**src/srtf_tick_scheduler_top_defines.svh**
```systemverilog
// Assertion macros shared by the scheduler top level.
`ifndef SRTF_TICK_SCHEDULER_TOP_DEFINES_SVH
`define SRTF_TICK_SCHEDULER_TOP_DEFINES_SVH

// Check a consequence in the same cycle as its antecedent (clocked by i_clk).
`define SRTF_ASSERT_NOW(label, ante, cons, msg) \
    label: assert property (@(posedge i_clk) disable iff (!i_rst_n) (ante) |-> (cons)) \
        else $error(msg);

// Check a consequence in the cycle after its antecedent (clocked by i_clk).
`define SRTF_ASSERT_NEXT(label, ante, cons, msg) \
    label: assert property (@(posedge i_clk) disable iff (!i_rst_n) (ante) |=> (cons)) \
        else $error(msg);

`endif

```
**src/srtf_pkg.sv**
```systemverilog
// Shared types and codes of the shortest-remaining-time-first scheduler.
package srtf_pkg;

    localparam int SUM_BITS = 20;
    localparam int STATUS_W = 3;

    // Operation codes of an input item
    localparam logic OP_LOAD = 1'b0;
    localparam logic OP_TICK = 1'b1;

    // Result status codes
    localparam logic [STATUS_W-1:0] ST_LOADED   = 3'd0;
    localparam logic [STATUS_W-1:0] ST_REJECTED = 3'd1;
    localparam logic [STATUS_W-1:0] ST_RAN      = 3'd2;
    localparam logic [STATUS_W-1:0] ST_IDLE     = 3'd3;
    localparam logic [STATUS_W-1:0] ST_NONE     = 3'd4;

    typedef enum logic [2:0] {
        S_IDLE,
        S_SCAN,
        S_EXEC,
        S_CALC,
        S_EMIT
    } t_state;

    // Commands from controller to datapath
    typedef struct packed {
        logic load;
        logic tick_start;
        logic scan;
        logic exec;
        logic calc;
        logic emit;
    } t_cmd;

    // Status from datapath to controller
    typedef struct packed {
        logic scan_done;
    } t_stat;

endpackage

```
**src/srtf_ram.sv**
```systemverilog
// Generic single-write, single-read RAM with registered read data.
module srtf_ram #(
    parameter int WIDTH = 8,
    parameter int DEPTH = 16
) (
    input  logic                     i_clk,
    input  logic                     i_wr_en,
    input  logic [$clog2(DEPTH)-1:0] i_wr_addr,
    input  logic [WIDTH-1:0]         i_wr_data,
    input  logic                     i_rd_en,
    input  logic [$clog2(DEPTH)-1:0] i_rd_addr,
    output logic [WIDTH-1:0]         o_rd_data
);

    logic [WIDTH-1:0] r_mem [DEPTH];
    logic [WIDTH-1:0] r_rd_data;

    // Write and read the array
    always_ff @(posedge i_clk) begin
        if (i_wr_en) begin
            r_mem[i_wr_addr] <= i_wr_data;
        end
        if (i_rd_en) begin
            r_rd_data <= r_mem[i_rd_addr];
        end
    end

    assign o_rd_data = r_rd_data;

endmodule

```
**src/srtf_ctrl.sv**
```systemverilog
// Controller state machine of the scheduler: sequences load, scan and update.
module srtf_ctrl
    import srtf_pkg::*;
(
    input  logic  i_clk,
    input  logic  i_rst_n,
    input  logic  i_start,
    input  logic  i_operation,
    input  t_stat i_stat,
    output t_cmd  o_cmd,
    output logic  o_busy
);

    t_state r_state;
    t_state n_state;

    // Hold the state register
    always_ff @(posedge i_clk) begin
        if (!i_rst_n) begin
            r_state <= S_IDLE;
        end else begin
            r_state <= n_state;
        end
    end

    // Decode next state and commands
    always_comb begin
        n_state = r_state;
        o_cmd   = '0;
        unique case (r_state)
            S_IDLE: begin
                if (i_start) begin
                    if (i_operation == OP_LOAD) begin
                        o_cmd.load = 1'b1;
                    end else begin
                        o_cmd.tick_start = 1'b1;
                        n_state          = S_SCAN;
                    end
                end
            end
            S_SCAN: begin
                o_cmd.scan = 1'b1;
                if (i_stat.scan_done) begin
                    n_state = S_EXEC;
                end
            end
            S_EXEC: begin
                o_cmd.exec = 1'b1;
                n_state    = S_CALC;
            end
            S_CALC: begin
                o_cmd.calc = 1'b1;
                n_state    = S_EMIT;
            end
            S_EMIT: begin
                o_cmd.emit = 1'b1;
                n_state    = S_IDLE;
            end
            default: begin
                n_state = S_IDLE;
            end
        endcase
    end

    assign o_busy = (r_state != S_IDLE);

endmodule

```
**src/srtf_dpath.sv**
```systemverilog
// Datapath of the scheduler: job table, selection scan, time and totals.
module srtf_dpath
    import srtf_pkg::*;
#(
    parameter int MAX_JOBS   = 16,
    parameter int TIME_BITS  = 16,
    parameter int BURST_BITS = 12
) (
    input  logic                             i_clk,
    input  logic                             i_rst_n,
    input  t_cmd                             i_cmd,
    input  logic [TIME_BITS-1:0]             i_arrival_time,
    input  logic [BURST_BITS-1:0]            i_burst_time,
    output t_stat                            o_stat,
    output logic                             o_result_strobe,
    output logic [STATUS_W-1:0]              o_status,
    output logic [$clog2(MAX_JOBS+1)-1:0]    o_job_number,
    output logic                             o_finished,
    output logic [TIME_BITS-1:0]             o_job_waiting,
    output logic [TIME_BITS-1:0]             o_job_turnaround,
    output logic [TIME_BITS-1:0]             o_time_now,
    output logic [SUM_BITS-1:0]              o_sum_waiting,
    output logic [SUM_BITS-1:0]              o_sum_turnaround,
    output logic [$clog2(MAX_JOBS+1)-1:0]    o_done_jobs
);

    localparam int CNT_W  = $clog2(MAX_JOBS + 1);
    localparam int IDX_W  = $clog2(MAX_JOBS);
    localparam int WORD_W = TIME_BITS + 2 * BURST_BITS;
    localparam int CMP_W  = (TIME_BITS > BURST_BITS) ? TIME_BITS : BURST_BITS;
    localparam int ADD_W  = ((TIME_BITS > SUM_BITS) ? TIME_BITS : SUM_BITS) + 1;
    localparam logic [SUM_BITS-1:0]  SUM_MAX  = {SUM_BITS{1'b1}};
    localparam logic [TIME_BITS-1:0] TIME_MAX = {TIME_BITS{1'b1}};

    // Table occupancy, time and totals
    logic [CNT_W-1:0]      r_count;
    logic [TIME_BITS-1:0]  r_clock;
    logic [SUM_BITS-1:0]   r_wsum;
    logic [SUM_BITS-1:0]   r_tsum;
    logic [CNT_W-1:0]      r_done;
    logic                  r_strobe;

    // Scan state
    logic [CNT_W-1:0]      r_scan_idx;
    logic                  r_rd_valid;
    logic [IDX_W-1:0]      r_rd_idx;
    logic                  r_pending;
    logic                  r_found;
    logic [IDX_W-1:0]      r_pick;
    logic [TIME_BITS-1:0]  r_best_arr;
    logic [BURST_BITS-1:0] r_best_bur;
    logic [BURST_BITS-1:0] r_best_rem;

    // Result fields
    logic [STATUS_W-1:0]   r_status;
    logic [CNT_W-1:0]      r_job;
    logic                  r_fin;
    logic [TIME_BITS-1:0]  r_wait;
    logic [TIME_BITS-1:0]  r_turn;

    // RAM ports
    logic                  wr_en;
    logic [IDX_W-1:0]      wr_addr;
    logic [WORD_W-1:0]     wr_data;
    logic                  rd_issue;
    logic [WORD_W-1:0]     rd_data;

    logic [TIME_BITS-1:0]  d_arr;
    logic [BURST_BITS-1:0] d_bur;
    logic [BURST_BITS-1:0] d_rem;
    logic                  better;
    logic                  load_reject;
    logic [TIME_BITS-1:0]  clock_inc;
    logic [BURST_BITS-1:0] new_rem;
    logic [CMP_W-1:0]      turn_ext;
    logic [CMP_W-1:0]      bur_ext;
    logic [ADD_W-1:0]      wsum_add;
    logic [ADD_W-1:0]      tsum_add;

    srtf_ram #(
        .WIDTH(WORD_W),
        .DEPTH(MAX_JOBS)
    ) u_table (
        .i_clk    (i_clk),
        .i_wr_en  (wr_en),
        .i_wr_addr(wr_addr),
        .i_wr_data(wr_data),
        .i_rd_en  (rd_issue),
        .i_rd_addr(r_scan_idx[IDX_W-1:0]),
        .o_rd_data(rd_data)
    );

    // Split the table word
    assign d_arr = rd_data[WORD_W-1 -: TIME_BITS];
    assign d_bur = rd_data[2*BURST_BITS-1 -: BURST_BITS];
    assign d_rem = rd_data[BURST_BITS-1:0];

    // Select the table write: a new job on load, the decremented entry on run
    assign load_reject = (i_burst_time == '0) || (r_count == CNT_W'(MAX_JOBS));
    assign new_rem     = r_best_rem - BURST_BITS'(1);
    always_comb begin
        if (i_cmd.exec) begin
            wr_en   = r_pending && r_found;
            wr_addr = r_pick;
            wr_data = {r_best_arr, r_best_bur, new_rem};
        end else begin
            wr_en   = i_cmd.load && !load_reject;
            wr_addr = r_count[IDX_W-1:0];
            wr_data = {i_arrival_time, i_burst_time, i_burst_time};
        end
    end

    // Issue one table read per scan cycle
    assign rd_issue        = i_cmd.scan && (r_scan_idx != r_count);
    assign o_stat.scan_done = (r_scan_idx == r_count) && !r_rd_valid;

    // Rank the entry just read against the best so far
    assign better = !r_found ||
                    (d_rem < r_best_rem) ||
                    ((d_rem == r_best_rem) &&
                     ((d_arr < r_best_arr) ||
                      ((d_arr == r_best_arr) && (d_bur < r_best_bur))));

    // Time plus one, held at its ceiling
    assign clock_inc = (r_clock == TIME_MAX) ? r_clock : r_clock + TIME_BITS'(1);

    // Operands of the waiting-time compare
    assign turn_ext = CMP_W'(r_turn);
    assign bur_ext  = CMP_W'(r_best_bur);

    // Total updates before saturation
    assign wsum_add = ADD_W'(r_wsum) + ADD_W'(r_wait);
    assign tsum_add = ADD_W'(r_tsum) + ADD_W'(r_turn);

    // Control registers
    always_ff @(posedge i_clk) begin
        if (!i_rst_n) begin
            r_count    <= '0;
            r_clock    <= '0;
            r_wsum     <= '0;
            r_tsum     <= '0;
            r_done     <= '0;
            r_strobe   <= 1'b0;
            r_scan_idx <= '0;
            r_rd_valid <= 1'b0;
            r_pending  <= 1'b0;
            r_found    <= 1'b0;
        end else begin
            r_strobe <= i_cmd.load || i_cmd.emit;
            if (i_cmd.load && !load_reject) begin
                r_count <= r_count + CNT_W'(1);
            end
            // Clear scan state at the start of a tick
            if (i_cmd.tick_start) begin
                r_scan_idx <= '0;
                r_rd_valid <= 1'b0;
                r_pending  <= 1'b0;
                r_found    <= 1'b0;
            end
            // Advance the scan and track the pick
            if (i_cmd.scan) begin
                r_rd_valid <= rd_issue;
                if (rd_issue) begin
                    r_scan_idx <= r_scan_idx + CNT_W'(1);
                end
                if (r_rd_valid && (d_rem != '0)) begin
                    r_pending <= 1'b1;
                    if ((d_arr <= r_clock) && better) begin
                        r_found <= 1'b1;
                    end
                end
            end
            // Advance time when anything is pending
            if (i_cmd.exec && r_pending) begin
                r_clock <= clock_inc;
            end
            // Add a completed job to the totals
            if (i_cmd.emit && r_fin) begin
                r_wsum <= (wsum_add > ADD_W'(SUM_MAX)) ? SUM_MAX : wsum_add[SUM_BITS-1:0];
                r_tsum <= (tsum_add > ADD_W'(SUM_MAX)) ? SUM_MAX : tsum_add[SUM_BITS-1:0];
                r_done <= r_done + CNT_W'(1);
            end
        end
    end

    // Payload registers
    always_ff @(posedge i_clk) begin
        if (i_cmd.scan) begin
            r_rd_idx <= r_scan_idx[IDX_W-1:0];
            if (r_rd_valid && (d_rem != '0) && (d_arr <= r_clock) && better) begin
                r_pick     <= r_rd_idx;
                r_best_arr <= d_arr;
                r_best_bur <= d_bur;
                r_best_rem <= d_rem;
            end
        end
        // Load result
        if (i_cmd.load) begin
            r_status <= load_reject ? ST_REJECTED : ST_LOADED;
            r_job    <= load_reject ? '0 : r_count + CNT_W'(1);
            r_fin    <= 1'b0;
            r_wait   <= '0;
            r_turn   <= '0;
        end
        // Tick result: status, job and turnaround
        if (i_cmd.exec) begin
            r_fin  <= 1'b0;
            r_turn <= '0;
            r_job  <= '0;
            if (!r_pending) begin
                r_status <= ST_NONE;
            end else if (!r_found) begin
                r_status <= ST_IDLE;
            end else begin
                r_status <= ST_RAN;
                r_job    <= CNT_W'(r_pick) + CNT_W'(1);
                if (new_rem == '0) begin
                    r_fin  <= 1'b1;
                    r_turn <= clock_inc - r_best_arr;
                end
            end
        end
        // Waiting time, clamped at zero
        if (i_cmd.calc) begin
            r_wait <= (r_fin && (turn_ext > bur_ext)) ?
                      TIME_BITS'(turn_ext - bur_ext) : '0;
        end
    end

    assign o_result_strobe  = r_strobe;
    assign o_status         = r_status;
    assign o_job_number     = r_job;
    assign o_finished       = r_fin;
    assign o_job_waiting    = r_wait;
    assign o_job_turnaround = r_turn;
    assign o_time_now       = r_clock;
    assign o_sum_waiting    = r_wsum;
    assign o_sum_turnaround = r_tsum;
    assign o_done_jobs      = r_done;

endmodule

```
**src/srtf_tick_scheduler_top.sv**
```systemverilog
// Load: busy stays low; result strobe in the next cycle; a new item may start then.
// Tick: table RAM read one entry per cycle; busy holds through the scan, execute,
// calculate and emit states, and the next item is taken once busy is low again.
// The result strobes in the first cycle busy is low; no stalls.
// Reset (synchronous) clears time, totals, counts and the strobe; table contents
// are undefined until loaded and get no clearing pass.
`include "srtf_tick_scheduler_top_defines.svh"

module srtf_tick_scheduler_top
    import srtf_pkg::*;
#(
    parameter int MAX_JOBS   = 16,
    parameter int TIME_BITS  = 16,
    parameter int BURST_BITS = 12
) (
    input  logic                          i_clk,
    input  logic                          i_rst_n,
    input  logic                          start,
    output logic                          busy,
    input  logic                          i_operation,
    input  logic [TIME_BITS-1:0]          i_arrival_time,
    input  logic [BURST_BITS-1:0]         i_burst_time,
    output logic                          o_result_strobe,
    output logic [STATUS_W-1:0]           o_status,
    output logic [$clog2(MAX_JOBS+1)-1:0] o_job_number,
    output logic                          o_finished,
    output logic [TIME_BITS-1:0]          o_job_waiting,
    output logic [TIME_BITS-1:0]          o_job_turnaround,
    output logic [TIME_BITS-1:0]          o_time_now,
    output logic [SUM_BITS-1:0]           o_sum_waiting,
    output logic [SUM_BITS-1:0]           o_sum_turnaround,
    output logic [$clog2(MAX_JOBS+1)-1:0] o_done_jobs
);

    t_cmd  cmd;
    t_stat stat;
    logic  load_xfer;
    logic  tick_xfer;
    logic  fin_strobe;
    logic  ran_job;

    srtf_ctrl u_ctrl (
        .i_clk      (i_clk),
        .i_rst_n    (i_rst_n),
        .i_start    (start),
        .i_operation(i_operation),
        .i_stat     (stat),
        .o_cmd      (cmd),
        .o_busy     (busy)
    );

    srtf_dpath #(
        .MAX_JOBS  (MAX_JOBS),
        .TIME_BITS (TIME_BITS),
        .BURST_BITS(BURST_BITS)
    ) u_dpath (
        .i_clk           (i_clk),
        .i_rst_n         (i_rst_n),
        .i_cmd           (cmd),
        .i_arrival_time  (i_arrival_time),
        .i_burst_time    (i_burst_time),
        .o_stat          (stat),
        .o_result_strobe (o_result_strobe),
        .o_status        (o_status),
        .o_job_number    (o_job_number),
        .o_finished      (o_finished),
        .o_job_waiting   (o_job_waiting),
        .o_job_turnaround(o_job_turnaround),
        .o_time_now      (o_time_now),
        .o_sum_waiting   (o_sum_waiting),
        .o_sum_turnaround(o_sum_turnaround),
        .o_done_jobs     (o_done_jobs)
    );

    // Decode transfers and result conditions for the checks
    assign load_xfer  = start && !busy && (i_operation == OP_LOAD);
    assign tick_xfer  = start && !busy && (i_operation == OP_TICK);
    assign fin_strobe = o_result_strobe && o_finished;
    assign ran_job    = (o_status == ST_RAN) && (o_job_number != '0);

    // Check result timing and consistency
    `SRTF_ASSERT_NEXT(a_load_result, load_xfer, o_result_strobe, "load transfer without result")
    `SRTF_ASSERT_NEXT(a_tick_busy, tick_xfer, busy, "tick transfer did not raise busy")
    `SRTF_ASSERT_NOW(a_strobe_idle, o_result_strobe, !busy, "result strobe while busy")
    `SRTF_ASSERT_NOW(a_fin_ran, fin_strobe, ran_job, "finished without a job run")

endmodule
```
**config.mk**
```make
export PLATFORM = sky130hd
export DESIGN_NAME = srtf_tick_scheduler_top
export DESIGN_NICKNAME = d
export VERILOG_FILES = /design/src/srtf_pkg.sv /design/src/srtf_ram.sv /design/src/srtf_ctrl.sv /design/src/srtf_dpath.sv /design/src/srtf_tick_scheduler_top.sv
export VERILOG_INCLUDE_DIRS = /design/src /design/src/src
export SDC_FILE = /design/constraint.sdc
export NUM_CORES = 1
export LEC_CHECK = 0
export BUFFER_PORTS_ARGS = -buffer_cell sky130_fd_sc_hd__buf_4
export CORE_ASPECT_RATIO = 1.75
export CORE_UTILIZATION = 56
export CTS_CLUSTER_DIAMETER = 50
export DETAILED_ROUTE_END_ITERATION = 7
export HOLD_SLACK_MARGIN = 0.05
export PLACE_DENSITY = 0.82
export SYNTH_ARGS = -nofsm -noshare
export SYNTH_HDL_FRONTEND = slang
export SYNTH_SLANG_ARGS = --single-unit
```
**constraint.sdc**
```tcl
create_clock -name i_clk -period 5.3 [get_ports i_clk]
set_input_delay 0.265 -clock i_clk [delete_from_list [all_inputs] [get_ports i_clk]]
set_output_delay 0.265 -clock i_clk [all_outputs]
set_load 0.02 [all_outputs]
```
# [Word-level counts from Yosys, hierarchy flattened]
# Memories as Yosys holds them, arrays and structs flattened. A register that Yosys moved wholly into a read port is not among the register bits.
# Index checks and enable logic that the tools add are counted.
[classes] add_sub_neg=10 n_reduce_logical=31 n_lt_le_gt_ge=7 n_eq_ne=13 mux=54
[ops] op="2-to-1 mux 16 bit" n=8
[ops] op="adder 20 x 16 -> 21 bit" n=2
[ops] op="> comparator 21 x 20 -> 1 bit, second input constant" n=2
[ops] op="2-to-1 mux 20 bit" n=2
[ops] op="2-to-1 mux 40 bit" n=1
[ops] op="2-to-1 mux 5 bit" n=8
[ops] op="2-to-1 mux 1 bit" n=25
[ops] op="zero test 12 bit" n=2
[ops] op="< comparator 12 bit" n=2
[ops] op="2-to-1 mux 3 bit" n=6
[ops] op="adder 16 x 1 -> 16 bit, second input constant" n=1
[ops] op="== test 16 bit" n=1
[ops] op="== test 16 bit, second input constant" n=1
[ops] op="> comparator 16 x 12 -> 1 bit" n=1
[ops] op="<= comparator 16 bit" n=1
[ops] op="< comparator 16 bit" n=1
[ops] op="subtractor 16 x 12 -> 16 bit" n=1
[ops] op="subtractor 16 bit" n=1
[ops] op="adder 5 x 1 -> 5 bit, second input constant" n=3
[ops] op="logical AND 1 bit" n=13
[ops] op="== test 12 bit" n=1
[ops] op="one-hot mux 3 bit (4 select lines)" n=1
[ops] op="nonzero test 12 bit" n=1
[ops] op="subtractor 12 x 1 -> 12 bit, second input constant" n=1
[ops] op="other kinds (17)" n=29
[totals] wordCells=137 in_bits=32 mem_bits_rw=640 memories=1 ff_bits=167 out_inout_bits=104
[mem_list] name="u_dpath.u_table.r_mem" depth=16 width=40 rd=1 rd_ports_with_merged_regs=1 write_ports=1 line_no="srtf_ram.sv:15" text="logic [WIDTH-1:0] r_mem [DEPTH];"

# [Depth between registers and ports, before layout]
[logic_depth] depth_word=9 depth_mapped=16

# [By module]
# Synthesis repeated with hierarchy kept, for this count alone.
[unflattened] cells_unflattened=2357 hier_area_um2=37413.4
[modules_own_cells] module="srtf_ram" cells_each=1040 area_per_inst_um2=25532.0 n_inst=1
[modules_own_cells] module="srtf_dpath" cells_each=1296 area_per_inst_um2=11690.0 n_inst=1
[modules_own_cells] module="srtf_ctrl" cells_each=21 area_per_inst_um2=191.4 n_inst=1

# [Worst setup path after synthesis]
# Ideal clock, no wire load.
[synth_timing] kind="reg2reg" from="register u_dpath.r_clock[9], in the netlist u_dpath.o_time_now[9]" to="register u_dpath.r_best_arr[0], enable pin" t_required_ns=4.800 n_path_buf=0 stages_incl_launch_ff=10 t_arrival_ns=4.779 setup_time_ns=0.500 setup_slack_ns=0.021 path_cell_list="dfxtp_1 > inv_1 > ha_1 > a21oi_1 > nor2_1 > a2111oi_0 > nor2_1 > o211ai_1 > a21oi_1 > nor3_1"
[synth_between] elab_chain_cells=4
[synth_rtl] element="start, declared" line_no="srtf_dpath.sv:37" text="logic [TIME_BITS-1:0] r_clock;"
[synth_rtl] element="start signal, assigned" line_no="srtf_dpath.sv:175" text="r_clock <= clock_inc;"
[synth_rtl] element="<= comparator 16 bit" line_no="srtf_dpath.sv:190" text="if (r_rd_valid && (d_rem != '0) && (d_arr <= r_clock) && better) begin"
[synth_rtl] element="logical AND 1 bit (2 in series)" line_no="srtf_dpath.sv:190"
[synth_rtl] element="AND reduction 2 bit (no line)"
[synth_rtl] element="end signal, assigned" line_no="srtf_dpath.sv:192" text="r_best_arr <= d_arr;"
[synth_rtl] element="end, declared" line_no="srtf_dpath.sv:50" text="logic [TIME_BITS-1:0] r_best_arr;"
# Every way passes these cells.
# A chain may end at the register's enable or synchronous reset.

# [Worst setup path in the final report]
[layout_timing] from="register u_dpath.r_clock[4], in the netlist u_dpath.o_time_now[4]" to="register u_dpath.r_turn[14], in the netlist u_dpath.o_job_turnaround[14], data pin"
[layout_between] elab_chain_cells=7 word_cells_on_any_way=8
[layout_rtl] element="adder 16 x 1 -> 16 bit or == test 16 bit (tied branches)" line_no="srtf_dpath.sv:125" text="assign clock_inc = (r_clock == TIME_MAX) ? r_clock : r_clock + TIME_BITS'(1);"
[layout_rtl] element="2-to-1 mux 16 bit *" line_no="srtf_dpath.sv:125"
[layout_rtl] element="subtractor 16 bit *" line_no="srtf_dpath.sv:219" text="r_turn <= clock_inc - r_best_arr;"
[layout_rtl] element="2-to-1 mux 16 bit *" line_no="srtf_dpath.sv:217" text="if (new_rem == '0) begin"
[layout_rtl] element="2-to-1 mux 16 bit *" line_no="srtf_dpath.sv:212" text="end else if (!r_found) begin"
[layout_rtl] element="2-to-1 mux 16 bit *" line_no="srtf_dpath.sv:210" text="if (!r_pending) begin"
[layout_rtl] element="2-to-1 mux 16 bit *" line_no="srtf_dpath.sv:206" text="if (i_cmd.exec) begin"
[layout_rtl] element="end signal, assigned" line_no="srtf_dpath.sv:219"
[layout_rtl] element="end, declared" line_no="srtf_dpath.sv:59" text="logic [TIME_BITS-1:0] r_turn;"
# Every way passes the cells marked *; elsewhere a longest branch is shown, timed or not.

==> results.py <==
metrics = {
    "run_status": {
        "outcome": "finished, violations left",
        "violations": "design-rule violations",
    },
    "synth": {
        "netlist_instances": 2244,
        "syn_nets": 2402,
        "avgSynthCellArea_um2": 16.4,
        "synth_area_um2": 36700,
        "netlist.area_leader.share_pct": 62.9,
        "yosysTopAreaCell": "edfxtp_1",
        "synthTopCellsByArea": "edfxtp_1 63%, mux4_2 12%, dfxtp_1 4.3%",
        "synthFlopType": "edfxtp_1",
        "ys_types": 74,
        "synth_seq_cells": 847,
        "synth_edf_count": 769,
        "yosysWarnings": 0,
        "ys_seq_area_share_pct": 67.2,
        "postSynth.asyncResetShare_pct": 0,
    },
    "timing": {
        "setup_viol": 0,
        "timing_hold_violations_final": 0,
        "min_period_over_period_pct": 80.0,
        "clock.fmax_mhz": 236,
        "setup_tns_ns": 0,
        "rsz0062_at_grt": "no",
        "max_slew_margin_pct": 15.4,
        "tightest_slew_ns": 1.26,
        "finClkSkew_ns": 0.0307,
        "timing.final.crit_period_ns": 4.24,
        "drv_slew": 0,
    },
    "worst_setup_path": {
        "cp_data_arrival_time_ns": 4.60,
        "r2r_setup_slack_ns": 1.06,
        "cp-start-kind": "register",
        "crit_type": "register to register",
        "worst-r2r-cell-count": 14,
        "crit_required_ns": 5.66,
        "r2r-end": "u_dpath.o_job_turnaround[14]",
        "startpoint": "u_dpath.o_time_now[4]",
        "rr_startpoint": "u_dpath.o_time_now[4]",
        "critPathCaptureType": "register",
        "cp_max_fo": 9,
    },
    "power_and_ir_drop": {
        "ir_drop_mv": 0.293,
        "power_leakage_nw": 14.0,
        "power_w": 0.0147,
        "powerDensity_nw_per_um2": 353,
    },
    "finish": {
        "final_cell_mix": "769 x edfxtp_1, 203 x buf_4, 200 x mux4_2",
        "filler_cell_count": 4202,
        "fin_nets": 2602,
        "final_layout_size_suffix_gt1_share_pct": 22.1,
        "synthToLayoutAreaGrowth_pct": 13.6,
        "final_common_cell": "edfxtp_1",
        "antenna_cells": 0,
    },
    "floorplanning": {
        "coreArea_um2": 64500,
        "dieHeight_um": 341,
        "design.die.area_um2": 66600,
        "rows": 123,
        "die_x_um": 196,
        "io_pins": 136,
        "start_util_pct": 56.9,
    },
    "detailed_routing": {
        "drt-pass1-iter-count": 8,
        "num_vias": 22000,
        "drt_iter0_markers": 2472,
        "via_per_inst": 6.64,
        "drc_errors": 1,
        "drt_wl_total_um": 96500,
        "routedWlPerCell_um": 29.1,
        "ant_nets": 0,
    },
    "clocking": {
        "cts_tree": "done",
        "cts_buffers": 74,
        "cts.clk_slew.worst_paths_ns": 0.07,
        "clk_latency_ns": 0.65,
        "h-tree-depth": 3,
        "cts_sinks": 847,
        "cts_root_buffer": "clkbuf_16",
        "cts_buffer_depth": 3,
    },
    "placement": {
        "place_congestion": 0.941,
        "place_hpwl_um": 59700,
        "io_buffer_count": 135,
    },
    "global_route": {
        "grt_pass1_vias": 22700,
        "grt_antenna_before_repair": 1,
        "grt_overflow": 0,
        "grt_use_total_pct": 29.3,
        "grt_pass1_wl_um": 143000,
        "grt_max_degree": 100,
    },
    "min_path": {
        "min_path_type": "input pin to register",
        "worstHoldPathCells": 2,
        "hp-start": "i_rst_n",
        "hold_path_end": "u_dpath.o_sum_waiting[18]",
    },
    "job": {
        "maxCapViolations": 0,
    },
}
-- area by class of cell --
type                    instances  area [um^2]  share of cell area (%)
repair buffers                208         1590                    3.82
flip-flops and latches        847        24700                    59.2
inverters                      91          342                   0.819
clock buffers                  87         1900                    4.56
well taps                     812         1020                    2.44
multi-input cells            1222        11500                    27.6
clock inverters                50          664                    1.59
-- power breakdown --
part	internal (W)	switching, W	total, W
logic	0.000452	0.000830	0.00128
clock network	0.00313	0.00255	0.00568
registers	0.00764	0.000121	0.00777
-- registers in the layout (all words and copies together), names as in the netlist, 12 cells and up --
signal and cells:
u_dpath.u_table.r_mem 640, u_dpath.u_table.o_rd_data 40, u_dpath.o_sum_turnaround 20, u_dpath.o_sum_waiting 20, u_dpath.o_job_turnaround 16, u_dpath.o_job_waiting 16, u_dpath.o_time_now 16, u_dpath.r_best_arr 16
u_dpath.r_best_bur 12, u_dpath.r_best_rem 12
-- synthesized netlist by cell type, types with 10 or more instances --
| library cell | count |
|---|---|
| dfxtp_1 | 78 |
| xnor2_1 | 62 |
| nor2_1 | 127 |
| inv_1 | 89 |
| ha_1 | 122 |
| edfxtp_1 | 769 |
| nor4_1 | 14 |
| buf_1 | 11 |
| mux4_2 | 200 |
| a31oi_1 | 25 |
| nand4_1 | 23 |
| o21ai_0 | 120 |
| and3_1 | 14 |
| o21a_1 | 16 |
| nand2_1 | 104 |
| nand3_1 | 44 |
| a211oi_1 | 15 |
| xor2_1 | 32 |
| or3_1 | 10 |
| nand2b_1 | 14 |
| a21o_1 | 23 |
| nor2b_1 | 22 |
| nor3_1 | 29 |
| clkbuf_1 | 56 |
| a21oi_1 | 91 |
| buf_2 | 14 |
-- per-layer routing --
metal  track usage [%]  routed length [um]
met1              32.5               32200
met2              52.9               51100
met3              4.93                7550
met4              16.9                5620
met5                 0                   6
-- critical path, stage by stage (launching register included) --
cell	delay, ns
dfxtp_1	0.51
nand4_2	0.14
or4_4	0.55
or3_1	0.48
xnor2_1	0.20
ha_1	0.18
inv_1	0.06
fa_1	0.45
a21o_1	0.18
a21oi_1	0.30
o21ai_0	0.18
a21o_1	0.25
o31ai_1	0.28
xor2_1	0.17
nor2_1	0.05
-- worst max path at each step --
stage	endpoint	slack (ns)	depth (start not counted)
after global placement	u_dpath.o_job_turnaround[14]	1.12	14
after global routing	u_dpath.o_job_turnaround[11]	0.68	12
final	u_dpath.o_job_turnaround[14]	1.06	14
after floorplan	u_dpath.r_best_arr[0]	0.02	9
after detailed placement	u_dpath.o_job_turnaround[14]	1.11	14
after CTS	u_dpath.o_job_turnaround[14]	1.10	14
-- through the flow --
| stage | hold slack [ns] | utilization [%] | std cells | area [um^2] | setup WS (ns) |
|---|---|---|---|---|---|
| after floorplan | 0.400 | - | 2244 | 36700 | 0.0207 |
| after global placement | 0.403 | 60.6 | 3176 | 39100 | 1.12 |
| after detailed placement | 0.407 | 60.6 | 3176 | 39100 | 1.11 |
| after CTS | 0.0748 | 64.6 | 3316 | 41700 | 1.10 |
| after global routing | 0.101 | 64.7 | 3317 | 41700 | 0.682 |
| final | 0.101 | 64.7 | 3317 | 41700 | 1.06 |
-- cell families after synthesis --
family,synth area share (%)
AOI/OAI and AO/OA,6.11
DFF,67.2
adders and majority gates,4.38
muxes,12.5
xor gates and xnor gates,2.24
and+or+nand+nor,5.79
buffers and inverters,1.88
-- repair_timing --
item                                   CTS  global route
endpoints found under the hold margin    3             0
buffers inserted                         0             0
gates resized for setup                  0             0
hold buffers                             3             0
(Power assumes the default switching activity.)
